$ cat src/hw/rtl/tnt_pkg.sv
package tnt_pkg;

    // Field widths of one corner and one result.
    localparam int POS_W  = 32;
    localparam int UV_W   = 16;
    localparam int NRM_W  = 16;
    localparam int TAN_W  = 32;
    localparam int FRAC_W = 14;

    // Edge and UV delta magnitudes, one bit wider than the fields.
    localparam int EDGE_W = POS_W + 1;
    localparam int DUV_W  = UV_W + 1;

    // Edges are scaled below this power of two before the cross product.
    localparam int NRM_PRE = 30;

    // Serial multiplier operand and product widths.
    localparam int MUL_W  = 34;
    localparam int PROD_W = 2 * MUL_W;
    localparam int MCNT_W = $clog2(MUL_W);

    // Serial divider widths.
    localparam int DIVD_W = 65;
    localparam int DVS_W  = 34;
    localparam int QUO_W  = 32;
    localparam int DCNT_W = $clog2(DIVD_W);

    typedef enum logic [2:0] {
        ST_IDLE,
        ST_EPRE,
        ST_MUL,
        ST_CNORM,
        ST_SQRT,
        ST_DIV,
        ST_DONE
    } state_t;

endpackage

$ cat src/hw/rtl/tnt_serial_mul.sv
module tnt_serial_mul (
    input  logic                       clk,
    input  logic                       rst_n,
    input  logic                       start,
    input  logic [tnt_pkg::MUL_W-1:0]  a,
    input  logic [tnt_pkg::MUL_W-1:0]  b,
    output logic                       done,
    output logic [tnt_pkg::PROD_W-1:0] prod
);
    import tnt_pkg::*;

    logic                run_reg, run_next;
    logic                done_reg, done_next;
    logic [MCNT_W-1:0]   cnt_reg, cnt_next;
    logic [MUL_W-1:0]    mcand_reg, mcand_next;
    logic [PROD_W-1:0]   p_reg, p_next;
    logic [MUL_W:0]      sum;

    // One multiplier bit per cycle: add into the high half, then shift right.
    always_comb
    begin
        sum        = {1'b0, p_reg[PROD_W-1:MUL_W]} + {1'b0, (p_reg[0] ? mcand_reg : '0)};
        run_next   = run_reg;
        done_next  = 1'b0;
        cnt_next   = cnt_reg;
        mcand_next = mcand_reg;
        p_next     = p_reg;
        if (start)
        begin
            run_next   = 1'b1;
            cnt_next   = '0;
            mcand_next = a;
            p_next     = {{MUL_W{1'b0}}, b};
        end
        else if (run_reg)
        begin
            p_next   = {sum, p_reg[MUL_W-1:1]};
            cnt_next = cnt_reg + 1'b1;
            if (cnt_reg == MCNT_W'(MUL_W - 1))
            begin
                run_next  = 1'b0;
                done_next = 1'b1;
            end
        end
    end

    always_ff @(posedge clk or negedge rst_n)
    begin
        if (!rst_n)
        begin
            run_reg  <= 1'b0;
            done_reg <= 1'b0;
            cnt_reg  <= '0;
        end
        else
        begin
            run_reg  <= run_next;
            done_reg <= done_next;
            cnt_reg  <= cnt_next;
        end
    end

    always_ff @(posedge clk)
    begin
        mcand_reg <= mcand_next;
        p_reg     <= p_next;
    end

    assign done = done_reg;
    assign prod = p_reg;

endmodule

$ cat src/hw/rtl/tnt_serial_div.sv
module tnt_serial_div (
    input  logic                       clk,
    input  logic                       rst_n,
    input  logic                       start,
    input  logic [tnt_pkg::DIVD_W-1:0] dividend,
    input  logic [tnt_pkg::DVS_W-1:0]  divisor,
    output logic                       done,
    output logic [tnt_pkg::QUO_W-1:0]  quo,
    output logic                       ovf,
    output logic                       round_up
);
    import tnt_pkg::*;

    logic                run_reg, run_next;
    logic                done_reg, done_next;
    logic [DCNT_W-1:0]   cnt_reg, cnt_next;
    logic [DIVD_W-1:0]   dvd_reg, dvd_next;
    logic [DVS_W-1:0]    dvs_reg, dvs_next;
    logic [DVS_W-1:0]    rem_reg, rem_next;
    logic [QUO_W-1:0]    quo_reg, quo_next;
    logic                ovf_reg, ovf_next;
    logic [DVS_W:0]      rem2;
    logic [DVS_W:0]      rem_sub;
    logic                ge;

    // Restoring division, one quotient bit per cycle. A one that leaves the
    // top of the quotient register is kept as a sticky overflow.
    always_comb
    begin
        rem2      = {rem_reg, dvd_reg[DIVD_W-1]};
        ge        = rem2 >= {1'b0, dvs_reg};
        rem_sub   = rem2 - {1'b0, dvs_reg};
        run_next  = run_reg;
        done_next = 1'b0;
        cnt_next  = cnt_reg;
        dvd_next  = dvd_reg;
        dvs_next  = dvs_reg;
        rem_next  = rem_reg;
        quo_next  = quo_reg;
        ovf_next  = ovf_reg;
        if (start)
        begin
            run_next = 1'b1;
            cnt_next = '0;
            dvd_next = dividend;
            dvs_next = divisor;
            rem_next = '0;
            quo_next = '0;
            ovf_next = 1'b0;
        end
        else if (run_reg)
        begin
            rem_next = ge ? rem_sub[DVS_W-1:0] : rem2[DVS_W-1:0];
            quo_next = {quo_reg[QUO_W-2:0], ge};
            ovf_next = ovf_reg | quo_reg[QUO_W-1];
            dvd_next = {dvd_reg[DIVD_W-2:0], 1'b0};
            cnt_next = cnt_reg + 1'b1;
            if (cnt_reg == DCNT_W'(DIVD_W - 1))
            begin
                run_next  = 1'b0;
                done_next = 1'b1;
            end
        end
    end

    always_ff @(posedge clk or negedge rst_n)
    begin
        if (!rst_n)
        begin
            run_reg  <= 1'b0;
            done_reg <= 1'b0;
            cnt_reg  <= '0;
        end
        else
        begin
            run_reg  <= run_next;
            done_reg <= done_next;
            cnt_reg  <= cnt_next;
        end
    end

    always_ff @(posedge clk)
    begin
        dvd_reg <= dvd_next;
        dvs_reg <= dvs_next;
        rem_reg <= rem_next;
        quo_reg <= quo_next;
        ovf_reg <= ovf_next;
    end

    assign done     = done_reg;
    assign quo      = quo_reg;
    assign ovf      = ovf_reg;
    assign round_up = {rem_reg, 1'b0} >= {1'b0, dvs_reg};

endmodule

$ cat src/hw/rtl/triangle_normal_tangent.sv
// Triangle face normal and UV tangent. Corners arrive one word each; the
// first two of a triangle are held, and the third starts the computation
// and yields one result word with the unit normal (Q1.14), the tangent
// (Q17.14, saturated) and two degenerate flags. After its third corner a
// triangle passes the edge prescale, the bit-serial multiplier with 17
// products (the last three, the squares, after the normal scaling loop),
// the square root and the bit-serial divider with six quotients;
// degenerate cases skip the squares, the root or some of the quotients.
// The input stalls while a triangle is in work; a finished result may
// wait at the output while the next corners are taken.
module triangle_normal_tangent (
    input  logic         clk,
    input  logic         rst_n,
    input  logic         s_tvalid,
    output logic         s_tready,
    // pos_x[31:0], pos_y[63:32], pos_z[95:64], tex_u[111:96], tex_v[127:112]
    input  logic [127:0] s_tdata,
    output logic         m_tvalid,
    input  logic         m_tready,
    // normal_x[15:0], normal_y[31:16], normal_z[47:32],
    // tangent_x[79:48], tangent_y[111:80], tangent_z[143:112]
    output logic [143:0] m_tdata,
    // normal_degenerate[0], uv_degenerate[1]
    output logic [1:0]   m_tuser
);
    import tnt_pkg::*;

    localparam int CM_W     = 62;
    localparam int NM_W     = 51;
    localparam int DET_W    = 34;
    localparam int SP_W     = PROD_W + 2;
    localparam int L2_W     = 64;
    localparam int SQ_STEPS = 32;
    localparam int SK_W     = $clog2(SQ_STEPS);
    localparam int ROOT_W   = 32;
    localparam int OUT_W    = 3 * NRM_W + 3 * TAN_W;

    // Product jobs of the multiplier, in issue order.
    localparam logic [4:0] J_A1A5 = 5'd0;
    localparam logic [4:0] J_A2A4 = 5'd1;
    localparam logic [4:0] J_A2A3 = 5'd2;
    localparam logic [4:0] J_A0A5 = 5'd3;
    localparam logic [4:0] J_A0A4 = 5'd4;
    localparam logic [4:0] J_A1A3 = 5'd5;
    localparam logic [4:0] J_D0D3 = 5'd6;
    localparam logic [4:0] J_D2D1 = 5'd7;
    localparam logic [4:0] J_D3E0 = 5'd8;
    localparam logic [4:0] J_D1E3 = 5'd9;
    localparam logic [4:0] J_D3E1 = 5'd10;
    localparam logic [4:0] J_D1E4 = 5'd11;
    localparam logic [4:0] J_D3E2 = 5'd12;
    localparam logic [4:0] J_D1E5 = 5'd13;
    localparam logic [4:0] J_SQ0  = 5'd14;
    localparam logic [4:0] J_SQ1  = 5'd15;
    localparam logic [4:0] J_SQ2  = 5'd16;

    // Divider jobs: three normal components, then three tangent components.
    localparam logic [2:0] DJ_FIRST_NRM = 3'd0;
    localparam logic [2:0] DJ_LAST_NRM  = 3'd2;
    localparam logic [2:0] DJ_FIRST_TAN = 3'd3;
    localparam logic [2:0] DJ_LAST_TAN  = 3'd5;

    localparam logic [QUO_W:0] NRM_ONE = (QUO_W+1)'(1) << FRAC_W;
    localparam logic [QUO_W:0] POS_LIM = ((QUO_W+1)'(1) << (TAN_W - 1)) - 1'b1;
    localparam logic [QUO_W:0] NEG_LIM = (QUO_W+1)'(1) << (TAN_W - 1);

    state_t              state_reg, state_next;
    logic [1:0]          corner_reg, corner_next;
    logic                issued_reg, issued_next;
    logic [4:0]          job_reg, job_next;
    logic [2:0]          djob_reg, djob_next;
    logic                ndeg_reg, ndeg_next;
    logic                udeg_reg, udeg_next;
    logic                m_tvalid_reg, m_tvalid_next;

    logic signed [POS_W-1:0] p0_reg [3];
    logic signed [POS_W-1:0] p0_next [3];
    logic signed [POS_W-1:0] p1_reg [3];
    logic signed [POS_W-1:0] p1_next [3];
    logic signed [UV_W-1:0]  t0_reg [2];
    logic signed [UV_W-1:0]  t0_next [2];
    logic signed [UV_W-1:0]  t1_reg [2];
    logic signed [UV_W-1:0]  t1_next [2];
    logic [EDGE_W-1:0]       em_reg [6];
    logic [EDGE_W-1:0]       em_next [6];
    logic [EDGE_W-1:0]       am_reg [6];
    logic [EDGE_W-1:0]       am_next [6];
    logic [5:0]              es_reg, es_next;
    logic [DUV_W-1:0]        dm_reg [4];
    logic [DUV_W-1:0]        dm_next [4];
    logic [3:0]              ds_reg, ds_next;
    logic [SP_W-1:0]         tmp_reg, tmp_next;
    logic [CM_W-1:0]         cm_reg [3];
    logic [CM_W-1:0]         cm_next [3];
    logic [2:0]              cs_reg, cs_next;
    logic [NM_W-1:0]         nm_reg [3];
    logic [NM_W-1:0]         nm_next [3];
    logic [2:0]              ns_reg, ns_next;
    logic [DET_W-1:0]        detm_reg, detm_next;
    logic                    dets_reg, dets_next;
    logic [L2_W-1:0]         l2_reg, l2_next;
    logic [L2_W-1:0]         sx_reg, sx_next;
    logic [L2_W-1:0]         sr_reg, sr_next;
    logic [SK_W-1:0]         sk_reg, sk_next;
    logic [NRM_W-1:0]        n_reg [3];
    logic [NRM_W-1:0]        n_next [3];
    logic [TAN_W-1:0]        tg_reg [3];
    logic [TAN_W-1:0]        tg_next [3];
    logic [OUT_W-1:0]        m_tdata_reg, m_tdata_next;
    logic [1:0]              m_tuser_reg, m_tuser_next;

    logic signed [POS_W-1:0] in_p [3];
    logic signed [UV_W-1:0]  in_t [2];
    logic [EDGE_W-1:0]       e_new [6];
    logic [DUV_W-1:0]        d_new [4];

    logic [MUL_W-1:0]        op_a, op_b;
    logic                    op_s;
    logic                    mul_start, mul_done;
    logic [PROD_W-1:0]       mul_prod;
    logic [SP_W-1:0]         prod_ext, ps, diff, dmag;
    logic                    dneg;

    logic                    div_start, div_done, div_ovf, div_rnd;
    logic [DIVD_W-1:0]       div_dvd;
    logic [DVS_W-1:0]        div_dvs;
    logic [QUO_W-1:0]        div_quo;
    logic [1:0]              didx;
    logic                    is_nrm;

    logic                    e_big, c_any, c_hi, c_lo;
    logic [L2_W-1:0]         sbit, stry;
    logic [QUO_W:0]          qr, nmag, tlim, tmag, tval;
    logic [NRM_W-1:0]        nmag_s;
    logic                    tneg;

    assign in_p[0] = s_tdata[POS_W-1:0];
    assign in_p[1] = s_tdata[2*POS_W-1:POS_W];
    assign in_p[2] = s_tdata[3*POS_W-1:2*POS_W];
    assign in_t[0] = s_tdata[3*POS_W+UV_W-1:3*POS_W];
    assign in_t[1] = s_tdata[3*POS_W+2*UV_W-1:3*POS_W+UV_W];

    always_comb
    begin
        for (int i = 0; i < 3; i++)
        begin
            e_new[i]     = {p1_reg[i][POS_W-1], p1_reg[i]} - {p0_reg[i][POS_W-1], p0_reg[i]};
            e_new[i + 3] = {in_p[i][POS_W-1], in_p[i]} - {p0_reg[i][POS_W-1], p0_reg[i]};
        end
        d_new[0] = {t1_reg[0][UV_W-1], t1_reg[0]} - {t0_reg[0][UV_W-1], t0_reg[0]};
        d_new[1] = {t1_reg[1][UV_W-1], t1_reg[1]} - {t0_reg[1][UV_W-1], t0_reg[1]};
        d_new[2] = {in_t[0][UV_W-1], in_t[0]} - {t0_reg[0][UV_W-1], t0_reg[0]};
        d_new[3] = {in_t[1][UV_W-1], in_t[1]} - {t0_reg[1][UV_W-1], t0_reg[1]};
    end

    // Operand selection for the multiplier; magnitudes with a product sign.
    always_comb
    begin
        op_a = '0;
        op_b = '0;
        op_s = 1'b0;
        unique case (job_reg)
            J_A1A5:
            begin
                op_a = MUL_W'(am_reg[1]); op_b = MUL_W'(am_reg[5]); op_s = es_reg[1] ^ es_reg[5];
            end
            J_A2A4:
            begin
                op_a = MUL_W'(am_reg[2]); op_b = MUL_W'(am_reg[4]); op_s = es_reg[2] ^ es_reg[4];
            end
            J_A2A3:
            begin
                op_a = MUL_W'(am_reg[2]); op_b = MUL_W'(am_reg[3]); op_s = es_reg[2] ^ es_reg[3];
            end
            J_A0A5:
            begin
                op_a = MUL_W'(am_reg[0]); op_b = MUL_W'(am_reg[5]); op_s = es_reg[0] ^ es_reg[5];
            end
            J_A0A4:
            begin
                op_a = MUL_W'(am_reg[0]); op_b = MUL_W'(am_reg[4]); op_s = es_reg[0] ^ es_reg[4];
            end
            J_A1A3:
            begin
                op_a = MUL_W'(am_reg[1]); op_b = MUL_W'(am_reg[3]); op_s = es_reg[1] ^ es_reg[3];
            end
            J_D0D3:
            begin
                op_a = MUL_W'(dm_reg[0]); op_b = MUL_W'(dm_reg[3]); op_s = ds_reg[0] ^ ds_reg[3];
            end
            J_D2D1:
            begin
                op_a = MUL_W'(dm_reg[2]); op_b = MUL_W'(dm_reg[1]); op_s = ds_reg[2] ^ ds_reg[1];
            end
            J_D3E0:
            begin
                op_a = MUL_W'(dm_reg[3]); op_b = MUL_W'(em_reg[0]); op_s = ds_reg[3] ^ es_reg[0];
            end
            J_D1E3:
            begin
                op_a = MUL_W'(dm_reg[1]); op_b = MUL_W'(em_reg[3]); op_s = ds_reg[1] ^ es_reg[3];
            end
            J_D3E1:
            begin
                op_a = MUL_W'(dm_reg[3]); op_b = MUL_W'(em_reg[1]); op_s = ds_reg[3] ^ es_reg[1];
            end
            J_D1E4:
            begin
                op_a = MUL_W'(dm_reg[1]); op_b = MUL_W'(em_reg[4]); op_s = ds_reg[1] ^ es_reg[4];
            end
            J_D3E2:
            begin
                op_a = MUL_W'(dm_reg[3]); op_b = MUL_W'(em_reg[2]); op_s = ds_reg[3] ^ es_reg[2];
            end
            J_D1E5:
            begin
                op_a = MUL_W'(dm_reg[1]); op_b = MUL_W'(em_reg[5]); op_s = ds_reg[1] ^ es_reg[5];
            end
            J_SQ0:
            begin
                op_a = MUL_W'(cm_reg[0][30:0]); op_b = MUL_W'(cm_reg[0][30:0]);
            end
            J_SQ1:
            begin
                op_a = MUL_W'(cm_reg[1][30:0]); op_b = MUL_W'(cm_reg[1][30:0]);
            end
            J_SQ2:
            begin
                op_a = MUL_W'(cm_reg[2][30:0]); op_b = MUL_W'(cm_reg[2][30:0]);
            end
            default:
            begin
                op_a = '0;
            end
        endcase
    end

    assign prod_ext = {2'b00, mul_prod};
    assign ps       = op_s ? (~prod_ext + 1'b1) : prod_ext;
    assign diff     = tmp_reg - ps;
    assign dneg     = diff[SP_W-1];
    assign dmag     = dneg ? (~diff + 1'b1) : diff;

    // Divider operands: normal components over the root, tangent numerators
    // over the determinant.
    assign is_nrm  = djob_reg <= DJ_LAST_NRM;
    assign didx    = is_nrm ? djob_reg[1:0] : 2'(djob_reg - DJ_FIRST_TAN);
    assign div_dvd = is_nrm ? DIVD_W'({cm_reg[didx][30:0], {FRAC_W{1'b0}}})
                            : {nm_reg[didx], {FRAC_W{1'b0}}};
    assign div_dvs = is_nrm ? DVS_W'(sr_reg[ROOT_W-1:0]) : detm_reg;

    always_comb
    begin
        e_big = 1'b0;
        for (int i = 0; i < 6; i++)
            e_big = e_big | (|am_reg[i][EDGE_W-1:NRM_PRE]);
        c_any = 1'b0;
        c_hi  = 1'b0;
        c_lo  = 1'b1;
        for (int i = 0; i < 3; i++)
        begin
            c_any = c_any | (|cm_reg[i]);
            c_hi  = c_hi | (|cm_reg[i][CM_W-1:31]);
            c_lo  = c_lo & ~(|cm_reg[i][CM_W-1:30]);
        end
    end

    assign sbit = L2_W'(1) << {sk_reg, 1'b0};
    assign stry = sr_reg + sbit;

    always_comb
    begin
        qr     = {1'b0, div_quo} + (QUO_W+1)'(div_rnd);
        nmag   = (qr > NRM_ONE) ? NRM_ONE : qr;
        nmag_s = cs_reg[didx] ? (~nmag[NRM_W-1:0] + 1'b1) : nmag[NRM_W-1:0];
        tneg   = ns_reg[didx] ^ dets_reg;
        tlim   = tneg ? NEG_LIM : POS_LIM;
        if (div_ovf || div_quo[QUO_W-1])
            tmag = tlim;
        else
            tmag = (qr > tlim) ? tlim : qr;
        tval   = tneg ? (~tmag + 1'b1) : tmag;
    end

    always_comb
    begin
        state_next    = state_reg;
        corner_next   = corner_reg;
        issued_next   = issued_reg;
        job_next      = job_reg;
        djob_next     = djob_reg;
        ndeg_next     = ndeg_reg;
        udeg_next     = udeg_reg;
        m_tvalid_next = m_tvalid_reg && !m_tready;
        p0_next       = p0_reg;
        p1_next       = p1_reg;
        t0_next       = t0_reg;
        t1_next       = t1_reg;
        em_next       = em_reg;
        am_next       = am_reg;
        es_next       = es_reg;
        dm_next       = dm_reg;
        ds_next       = ds_reg;
        tmp_next      = tmp_reg;
        cm_next       = cm_reg;
        cs_next       = cs_reg;
        nm_next       = nm_reg;
        ns_next       = ns_reg;
        detm_next     = detm_reg;
        dets_next     = dets_reg;
        l2_next       = l2_reg;
        sx_next       = sx_reg;
        sr_next       = sr_reg;
        sk_next       = sk_reg;
        n_next        = n_reg;
        tg_next       = tg_reg;
        m_tdata_next  = m_tdata_reg;
        m_tuser_next  = m_tuser_reg;
        mul_start     = 1'b0;
        div_start     = 1'b0;

        unique case (state_reg)
            ST_IDLE:
            begin
                if (s_tvalid)
                begin
                    case (corner_reg)
                        2'd0:
                        begin
                            p0_next     = in_p;
                            t0_next     = in_t;
                            corner_next = 2'd1;
                        end
                        2'd1:
                        begin
                            p1_next     = in_p;
                            t1_next     = in_t;
                            corner_next = 2'd2;
                        end
                        default:
                        begin
                            // Third corner: latch edges and UV deltas as sign
                            // and magnitude, then start the sequence.
                            corner_next = 2'd0;
                            for (int i = 0; i < 6; i++)
                            begin
                                es_next[i] = e_new[i][EDGE_W-1];
                                em_next[i] = e_new[i][EDGE_W-1] ? (~e_new[i] + 1'b1) : e_new[i];
                                am_next[i] = em_next[i];
                            end
                            for (int i = 0; i < 4; i++)
                            begin
                                ds_next[i] = d_new[i][DUV_W-1];
                                dm_next[i] = d_new[i][DUV_W-1] ? (~d_new[i] + 1'b1) : d_new[i];
                            end
                            for (int i = 0; i < 3; i++)
                            begin
                                n_next[i]  = '0;
                                tg_next[i] = '0;
                            end
                            l2_next     = '0;
                            ndeg_next   = 1'b0;
                            udeg_next   = 1'b0;
                            job_next    = J_A1A5;
                            djob_next   = DJ_FIRST_NRM;
                            issued_next = 1'b0;
                            state_next  = ST_EPRE;
                        end
                    endcase
                end
            end

            ST_EPRE:
            begin
                if (e_big)
                begin
                    for (int i = 0; i < 6; i++)
                        am_next[i] = am_reg[i] >> 1;
                end
                else
                begin
                    state_next = ST_MUL;
                end
            end

            ST_MUL:
            begin
                if (!issued_reg)
                begin
                    mul_start   = 1'b1;
                    issued_next = 1'b1;
                end
                else if (mul_done)
                begin
                    issued_next = 1'b0;
                    job_next    = job_reg + 1'b1;
                    unique case (job_reg) inside
                        J_A1A5, J_A2A3, J_A0A4, J_D0D3, J_D3E0, J_D3E1, J_D3E2:
                        begin
                            tmp_next = ps;
                        end
                        J_A2A4:
                        begin
                            cm_next[0] = dmag[CM_W-1:0]; cs_next[0] = dneg;
                        end
                        J_A0A5:
                        begin
                            cm_next[1] = dmag[CM_W-1:0]; cs_next[1] = dneg;
                        end
                        J_A1A3:
                        begin
                            cm_next[2] = dmag[CM_W-1:0]; cs_next[2] = dneg;
                        end
                        J_D2D1:
                        begin
                            detm_next = dmag[DET_W-1:0];
                            dets_next = dneg;
                            udeg_next = (dmag == '0);
                        end
                        J_D1E3:
                        begin
                            nm_next[0] = dmag[NM_W-1:0]; ns_next[0] = dneg;
                        end
                        J_D1E4:
                        begin
                            nm_next[1] = dmag[NM_W-1:0]; ns_next[1] = dneg;
                        end
                        J_D1E5:
                        begin
                            nm_next[2]  = dmag[NM_W-1:0];
                            ns_next[2]  = dneg;
                            state_next  = ST_CNORM;
                        end
                        J_SQ0, J_SQ1:
                        begin
                            l2_next = l2_reg + mul_prod[L2_W-1:0];
                        end
                        J_SQ2:
                        begin
                            sx_next    = l2_reg + mul_prod[L2_W-1:0];
                            sr_next    = '0;
                            sk_next    = SK_W'(SQ_STEPS - 1);
                            state_next = ST_SQRT;
                        end
                        default:
                        begin
                            state_next = ST_IDLE;
                        end
                    endcase
                end
            end

            ST_CNORM:
            begin
                // Bring the largest cross component into [2^30, 2^31), or flag a zero normal.
                if (!c_any)
                begin
                    ndeg_next  = 1'b1;
                    djob_next  = DJ_FIRST_TAN;
                    state_next = udeg_reg ? ST_DONE : ST_DIV;
                end
                else if (c_hi)
                begin
                    for (int i = 0; i < 3; i++)
                        cm_next[i] = cm_reg[i] >> 1;
                end
                else if (c_lo)
                begin
                    for (int i = 0; i < 3; i++)
                        cm_next[i] = cm_reg[i] << 1;
                end
                else
                begin
                    state_next = ST_MUL;
                end
            end

            ST_SQRT:
            begin
                if (sx_reg >= stry)
                begin
                    sx_next = sx_reg - stry;
                    sr_next = (sr_reg >> 1) + sbit;
                end
                else
                begin
                    sr_next = sr_reg >> 1;
                end
                sk_next = sk_reg - 1'b1;
                if (sk_reg == '0)
                begin
                    djob_next  = DJ_FIRST_NRM;
                    state_next = ST_DIV;
                end
            end

            ST_DIV:
            begin
                if (!issued_reg)
                begin
                    div_start   = 1'b1;
                    issued_next = 1'b1;
                end
                else if (div_done)
                begin
                    issued_next = 1'b0;
                    djob_next   = djob_reg + 1'b1;
                    if (is_nrm)
                        n_next[didx] = nmag_s;
                    else
                        tg_next[didx] = tval[TAN_W-1:0];
                    if ((djob_reg == DJ_LAST_NRM && udeg_reg) || djob_reg == DJ_LAST_TAN)
                        state_next = ST_DONE;
                end
            end

            ST_DONE:
            begin
                if (!m_tvalid_reg || m_tready)
                begin
                    m_tvalid_next = 1'b1;
                    m_tdata_next  = {tg_reg[2], tg_reg[1], tg_reg[0],
                                     n_reg[2], n_reg[1], n_reg[0]};
                    m_tuser_next  = {udeg_reg, ndeg_reg};
                    state_next    = ST_IDLE;
                end
            end

            default:
            begin
                state_next = ST_IDLE;
            end
        endcase
    end

    always_ff @(posedge clk or negedge rst_n)
    begin
        if (!rst_n)
        begin
            state_reg    <= ST_IDLE;
            corner_reg   <= '0;
            issued_reg   <= 1'b0;
            job_reg      <= J_A1A5;
            djob_reg     <= DJ_FIRST_NRM;
            ndeg_reg     <= 1'b0;
            udeg_reg     <= 1'b0;
            m_tvalid_reg <= 1'b0;
        end
        else
        begin
            state_reg    <= state_next;
            corner_reg   <= corner_next;
            issued_reg   <= issued_next;
            job_reg      <= job_next;
            djob_reg     <= djob_next;
            ndeg_reg     <= ndeg_next;
            udeg_reg     <= udeg_next;
            m_tvalid_reg <= m_tvalid_next;
        end
    end

    always_ff @(posedge clk)
    begin
        p0_reg      <= p0_next;
        p1_reg      <= p1_next;
        t0_reg      <= t0_next;
        t1_reg      <= t1_next;
        em_reg      <= em_next;
        am_reg      <= am_next;
        es_reg      <= es_next;
        dm_reg      <= dm_next;
        ds_reg      <= ds_next;
        tmp_reg     <= tmp_next;
        cm_reg      <= cm_next;
        cs_reg      <= cs_next;
        nm_reg      <= nm_next;
        ns_reg      <= ns_next;
        detm_reg    <= detm_next;
        dets_reg    <= dets_next;
        l2_reg      <= l2_next;
        sx_reg      <= sx_next;
        sr_reg      <= sr_next;
        sk_reg      <= sk_next;
        n_reg       <= n_next;
        tg_reg      <= tg_next;
        m_tdata_reg <= m_tdata_next;
        m_tuser_reg <= m_tuser_next;
    end

    tnt_serial_mul u_mul (
        .clk   (clk),
        .rst_n (rst_n),
        .start (mul_start),
        .a     (op_a),
        .b     (op_b),
        .done  (mul_done),
        .prod  (mul_prod)
    );

    tnt_serial_div u_div (
        .clk      (clk),
        .rst_n    (rst_n),
        .start    (div_start),
        .dividend (div_dvd),
        .divisor  (div_dvs),
        .done     (div_done),
        .quo      (div_quo),
        .ovf      (div_ovf),
        .round_up (div_rnd)
    );

    assign s_tready = (state_reg == ST_IDLE);
    assign m_tvalid = m_tvalid_reg;
    assign m_tdata  = m_tdata_reg;
    assign m_tuser  = m_tuser_reg;

`ifndef SYNTHESIS
    a_done_after_third: assert property (@(posedge clk) disable iff (!rst_n)
        (state_reg == ST_DONE) |-> (corner_reg == 2'd0))
        else $error("result pending while a triangle is partly loaded");

    a_mul_done_owned: assert property (@(posedge clk) disable iff (!rst_n)
        mul_done |-> (state_reg == ST_MUL && issued_reg))
        else $error("multiplier finished outside a product job");

    a_ndeg_zero: assert property (@(posedge clk) disable iff (!rst_n)
        (m_tvalid && m_tuser[0]) |-> (m_tdata[3*NRM_W-1:0] == '0))
        else $error("degenerate normal with nonzero components");

    a_normal_range: assert property (@(posedge clk) disable iff (!rst_n)
        m_tvalid |-> ($signed(m_tdata[NRM_W-1:0]) <= 16384 &&
                      $signed(m_tdata[NRM_W-1:0]) >= -16384))
        else $error("normal x outside unit range");
`endif

endmodule
$ cat config.mk
export PLATFORM = sky130hd
export DESIGN_NAME = triangle_normal_tangent
export DESIGN_NICKNAME = d
export VERILOG_FILES = /design/src/hw/rtl/tnt_pkg.sv /design/src/hw/rtl/tnt_serial_mul.sv /design/src/hw/rtl/tnt_serial_div.sv /design/src/hw/rtl/triangle_normal_tangent.sv
export SDC_FILE = /design/constraint.sdc
export NUM_CORES = 2
export LEC_CHECK = 0
export ABC_CLOCK_PERIOD_IN_PS = 14780
export BUFFER_PORTS_ARGS = -buffer_cell sky130_fd_sc_hd__buf_2
export CAP_MARGIN = 20
export CORE_MARGIN = 3
export CORE_UTILIZATION = 45
export CTS_BUF_LIST = sky130_fd_sc_hd__clkbuf_8
export CTS_CLUSTER_DIAMETER = 200
export CTS_CLUSTER_SIZE = 16
export DETAILED_ROUTE_END_ITERATION = 8
export REMOVE_ABC_BUFFERS = 1
export SYNTH_ARGS = -nofsm -noshare
export SYNTH_HDL_FRONTEND = slang
export SYNTH_SLANG_ARGS = --single-unit
$ cat constraint.sdc
create_clock -name clk -period 14.78 [get_ports clk]
set_input_delay 3.695 -clock clk [delete_from_list [all_inputs] [get_ports clk]]
set_output_delay 3.695 -clock clk [all_outputs]
set_load 0.03 [all_outputs]
After elaboration in Yosys (flattened, before gate mapping). Cells that the tools add are included.

Add/subtract/negate cells: 38. Order comparisons: 9. Eq/ne operators: 53. Shifts and indexed selects: 1. Mux-type cells: 154. Bitwise gates (word level): 46. Reductions and logical operators: 78.

Operator list (count): $mux 186 (5); $mux 64 (13); $mux 198 (3); $mux 96 (5); $pmux 33 s14 (1); $pmux 198 s2 (1); $pmux 64 s2 (3); $pmux 186 s2 (1); $pmux 33 s10 (1); $mux 48 (5); $add 33x1->33 const B (6); $mux 33 (6); $not 33->33 (6); $sub 32x32->33 (6); $mux 65 (3); $mux 32 (6); $pmux 96 s2 (1); $mux 62 (3); $reduce_or 62->1 (3); $add 70x1->70 const B (2); $mux 70 (2); $mux 34 (4); $add 64x64->64 (2); $bmux 62 s2 (1); other kinds (96) (290).

Flip-flop bits (word level): 1969. Input port bits: 132. Output and inout bits: 148.

Longest topological paths before layout.
Depth in word-level cells: 17. Mapped depth: 50. Gate-level depth less buffers: 48.

Cells and area by module. Synthesis repeated with hierarchy kept, for this count alone.

Cell total of the unflattened synthesis: 11657. Area, all modules: 120556.9 µm².

By module, submodules not included: triangle_normal_tangent (instances 1, cells each 10334, area an instance 105647.6 µm², sequential area each 50483.4 µm²); tnt_serial_div (instances 1, cells each 783, area an instance 8722.1 µm², sequential area each 4539.4 µm²); tnt_serial_mul (instances 1, cells each 540, area an instance 6187.2 µm², sequential area each 2922.8 µm²).

Worst setup path before layout. Ideal clock, no wire load.

Kind: input to register. Start: input port s_tvalid. End: register p1_reg[0] (netlist bit), enable pin. Setup time: 0.801 ns. Arrival time: 13.181 ns. Data required time: 13.979 ns. Path slack: 0.798 ns. Stages: 2. Buffers on the path: 0. Cells stage by stage: nand2_1 nor3b_1.

Cells in the longest elaborated chain, start to end: 1.

Ends and longest elaborated chain: start, declared (line triangle_normal_tangent.sv:14) `input logic s_tvalid,`; $reduce_and 3->1 (no line); end signal, assigned (line triangle_normal_tangent.sv:565) `p1_reg <= p1_next;`; end, declared (line triangle_normal_tangent.sv:78) `logic signed [POS_W-1:0] p1_reg [3];`.

Every way passes these cells. A chain may end at the register's enable or synchronous reset.

Worst setup path after layout.
Start: register u_div.dvs_reg[20]. End: register tg_reg[62] (netlist bit) (data pin).

Cells in the longest elaborated chain, start to end: 13.

Ends and longest elaborated chain: start, declared (line tnt_serial_div.sv:18) `logic [DVS_W-1:0] dvs_reg, dvs_next;`; start signal, assigned (line tnt_serial_div.sv:85) `dvs_reg <= dvs_next;`; $ge 35x34->1 (*) (line tnt_serial_div.sv:94) `assign round_up = {rem_reg, 1'b0} >= {1'b0, dvs_reg};`; $add 32x1->33 (*) (line triangle_normal_tangent.sv:273) `qr = {1'b0, div_quo} + (QUO_W+1)'(div_rnd);`; $gt 33x32->1 (line triangle_normal_tangent.sv:281) `tmag = (qr > tlim) ? tlim : qr;`; $mux 32 (*) (line triangle_normal_tangent.sv:281); $mux 32 (*) (line triangle_normal_tangent.sv:278) `if (div_ovf || div_quo[QUO_W-1])`; $not 32->32 (line triangle_normal_tangent.sv:282) `tval = tneg ? (~tmag + 1'b1) : tmag;`; $add 32x1->32 (line triangle_normal_tangent.sv:282); $mux 32 (*) (line triangle_normal_tangent.sv:282); $bwmux 96 (*) (line triangle_normal_tangent.sv:511) `tg_next[didx] = tval[TAN_W-1:0];`; $mux 96 (*) (line triangle_normal_tangent.sv:508) `if (is_nrm)`; $mux 96 (*) (line triangle_normal_tangent.sv:504) `else if (div_done)`; $mux 96 (*) (line triangle_normal_tangent.sv:499) `if (!issued_reg)`; $pmux 96 s2 (*) (line triangle_normal_tangent.sv:322) `unique case (state_reg)`; end signal, assigned (line triangle_normal_tangent.sv:585) `tg_reg <= tg_next;`; end, declared (line triangle_normal_tangent.sv:107) `logic [TAN_W-1:0] tg_reg [3];`.

Every way passes the cells marked *; elsewhere a longest branch is shown, timed or not. The select of a mux whose other input is x is not followed.

==> flow_summary.json <==
{
  "status": "finished with violations",
  "failed_checks": "design-rule violations",
  "startpoint_type": "flop",
  "crit_top_cell": "o21ai_0",
  "cp-startpoint": "u_div.dvs_reg[20]",
  "ioPinCount": 280,
  "cts.clk_slew.worst_paths_ps": 120,
  "yosysSeqAreaShare_pct": 48.7,
  "cts_resized": 0,
  "fin_setup_tns_ps": 0,
  "cpMaxStageDelayCell": "a2111oi_0",
  "syn_area_um2": 118000,
  "required_ps": 15590,
  "cts.sinks": 1954,
  "rsz0062_at_grt": "no",
  "cts_hold_buf": 0,
  "crit_path_end_kind": "flop",
  "root_buffer": "clkbuf_8",
  "final_common_cell": "edfxtp_1",
  "r2r_slack_ps": 3490,
  "worstPathArrival_ps": 12100,
  "cp_max_fo": 26,
  "vias": 92435,
  "grt_pass1_wl_mm": 567,
  "hold_ws_ps": 437,
  "routabilityCongestion": 0.962,
  "worstSkewPairLatency_ps": 1000,
  "cts_setup_buffers": 0,
  "dieHeight_um": 518,
  "synth_edf_count": 1819,
  "synth-main-ff-cell": "edfxtp_1",
  "drv_slew": 0,
  "max_stage_delay_ps": 870,
  "min_period_ps": 11290,
  "fmax_mhz": 88.6,
  "core-area_um2": 260000,
  "cts_tree": "done",
  "finalHoldViolations": 0,
  "wl_per_cell_um": 24.9,
  "grt_remaining_overflow": 0,
  "yosys_warnings": 0,
  "start_util_pct": 45.4,
  "r2r_start": "u_div.dvs_reg[20]",
  "tightest_slew_ps": 1340,
  "synth_cells": 11575,
  "syn2layout_area_growth_pct": 6.80,
  "drive_above_1_share_pct": 8.70,
  "vias_per_cell": 6.05,
  "rows": 187,
  "first_global_vias": 88010,
  "fp.dieW_um": 518,
  "hold_path_class": "flop to flop",
  "fin_nets": 12470,
  "port_buffers": 279,
  "hold_start": "tg_reg[88]",
  "h-tree-depth": 4,
  "mostFrequentLayoutCells": "edfxtp_1 (1819), nand2_1 (1248), nor2_1 (1050), a21oi_1 (875), inv_1 (671)",
  "maxCapViolCount": 0,
  "avgSynthCellArea_um2": 10.2,
  "fin_crit_sh_pct": 76.4,
  "grt_use_total_pct": 27.4,
  "setup_viol": 0,
  "critPathKind": "flop to flop",
  "first_iter_violations": 9884,
  "yosysUniqueCellTypes": 127,
  "cts_max_path_buffers": 3,
  "ant_nets": 0,
  "grt_max_degree": 155,
  "async_flop_share_pct": 1.74,
  "numCtsBuffers": 140,
  "antenna_found_initial": 32,
  "dieArea_um2": 269000,
  "ys_ff_latch": 1954,
  "drc": 23,
  "wl_mm": 381,
  "maxSlewHeadroom_pct": 10.5,
  "fin_skew_ps": 78.0,
  "dp_hpwl_mm": 286,
  "dr.pass1.iters": 9
}
==> final timing paths <==
path                               endpoint  cells after the start
max                              tg_reg[62]                     44
min                             m_tdata[72]                      0
max reg2reg                      tg_reg[62]                     44
min reg2reg                     m_tdata[72]                      0
max in group asynchronous     u_div.run_reg                      2
min in group asynchronous  u_mul.cnt_reg[1]                      2
==> layer usage <==
layer / GRT usage, % / vias to the layer above / wire length (um)
met5: 0 / - / 34
met4: 12.2 / 4 / 19200
met3: 3.48 / 622 / 27000
met2: 43.8 / 3766 / 174000
met1: 37.2 / 45247 / 161000
li1: - / 42796 / -
==> cells by family after synthesis <==
group,Yosys count,synth area share [%]
compound gates,2975,16.5
xor+xnor,949,7.25
fa+ha+maj,656,7.02
buf+inv,1080,3.48
flops,1954,48.7
mux,275,2.54
simple gates,3686,14.5
==> area by class of cell <==
cell class,count,area (um^2)
Sequential cell,1954,57500
Clock buffer,142,1950
Clock inverter,72,350
Inverter,624,2350
Timing Repair Buffer,432,2590
Fill cell,23767,134000
Tap cell,3496,4370
Multi-Input combinational cell,8541,57000
Antenna cell,23,57.6
==> stage by stage <==
stage	instances	util, %	instance area [um^2]	setup slack (ps)
after floorplan	11119	-	116000	-3920
after global placement	15044	47.5	124000	3690
after detailed placement	15045	47.6	124000	3410
after CTS	15259	48.4	126000	3380
after global routing	15264	48.4	126000	2140
final	15284	48.5	126000	3490
==> worst max-delay path, delay by kind of cell, from the launching register on <==
family	cells	cell delay, ps
AND/OR/NAND/NOR	12	2480
buffers and inverters	4	460
AO/OA/AOI/OAI	22	5930
adder cells (fa/ha/maj)	5	1470
flip-flops	1	350
XOR/XNOR	1	390
==> Yosys cell counts (all sizes together), types with 98 or more instances <==
library cell,count,share of area (%)
a21o,277,1.8
dfxtp,101,1.7
ha,630,6.7
mux2,196,1.9
a222oi,98,0.83
a211oi,154,1.0
o21ai,530,2.2
nor3,210,0.92
a22oi,123,0.78
nand2b,99,0.53
a21oi,883,3.8
o21bai,105,0.67
edfxtp,1819,46
nor2b,98,0.52
a31oi,188,1.0
or3,110,0.59
nand3,192,0.81
and2,126,0.67
nand2,1254,4.0
nor2,1072,3.4
xnor2,548,4.1
clkbuf,401,1.3
nor4,107,0.62
inv,613,1.9
xor2,385,2.9
and3,126,0.67
nand4,104,0.55
Power is not shown: default switching activity piles up to over one toggle a cycle in this logic, so the estimate is an artifact.
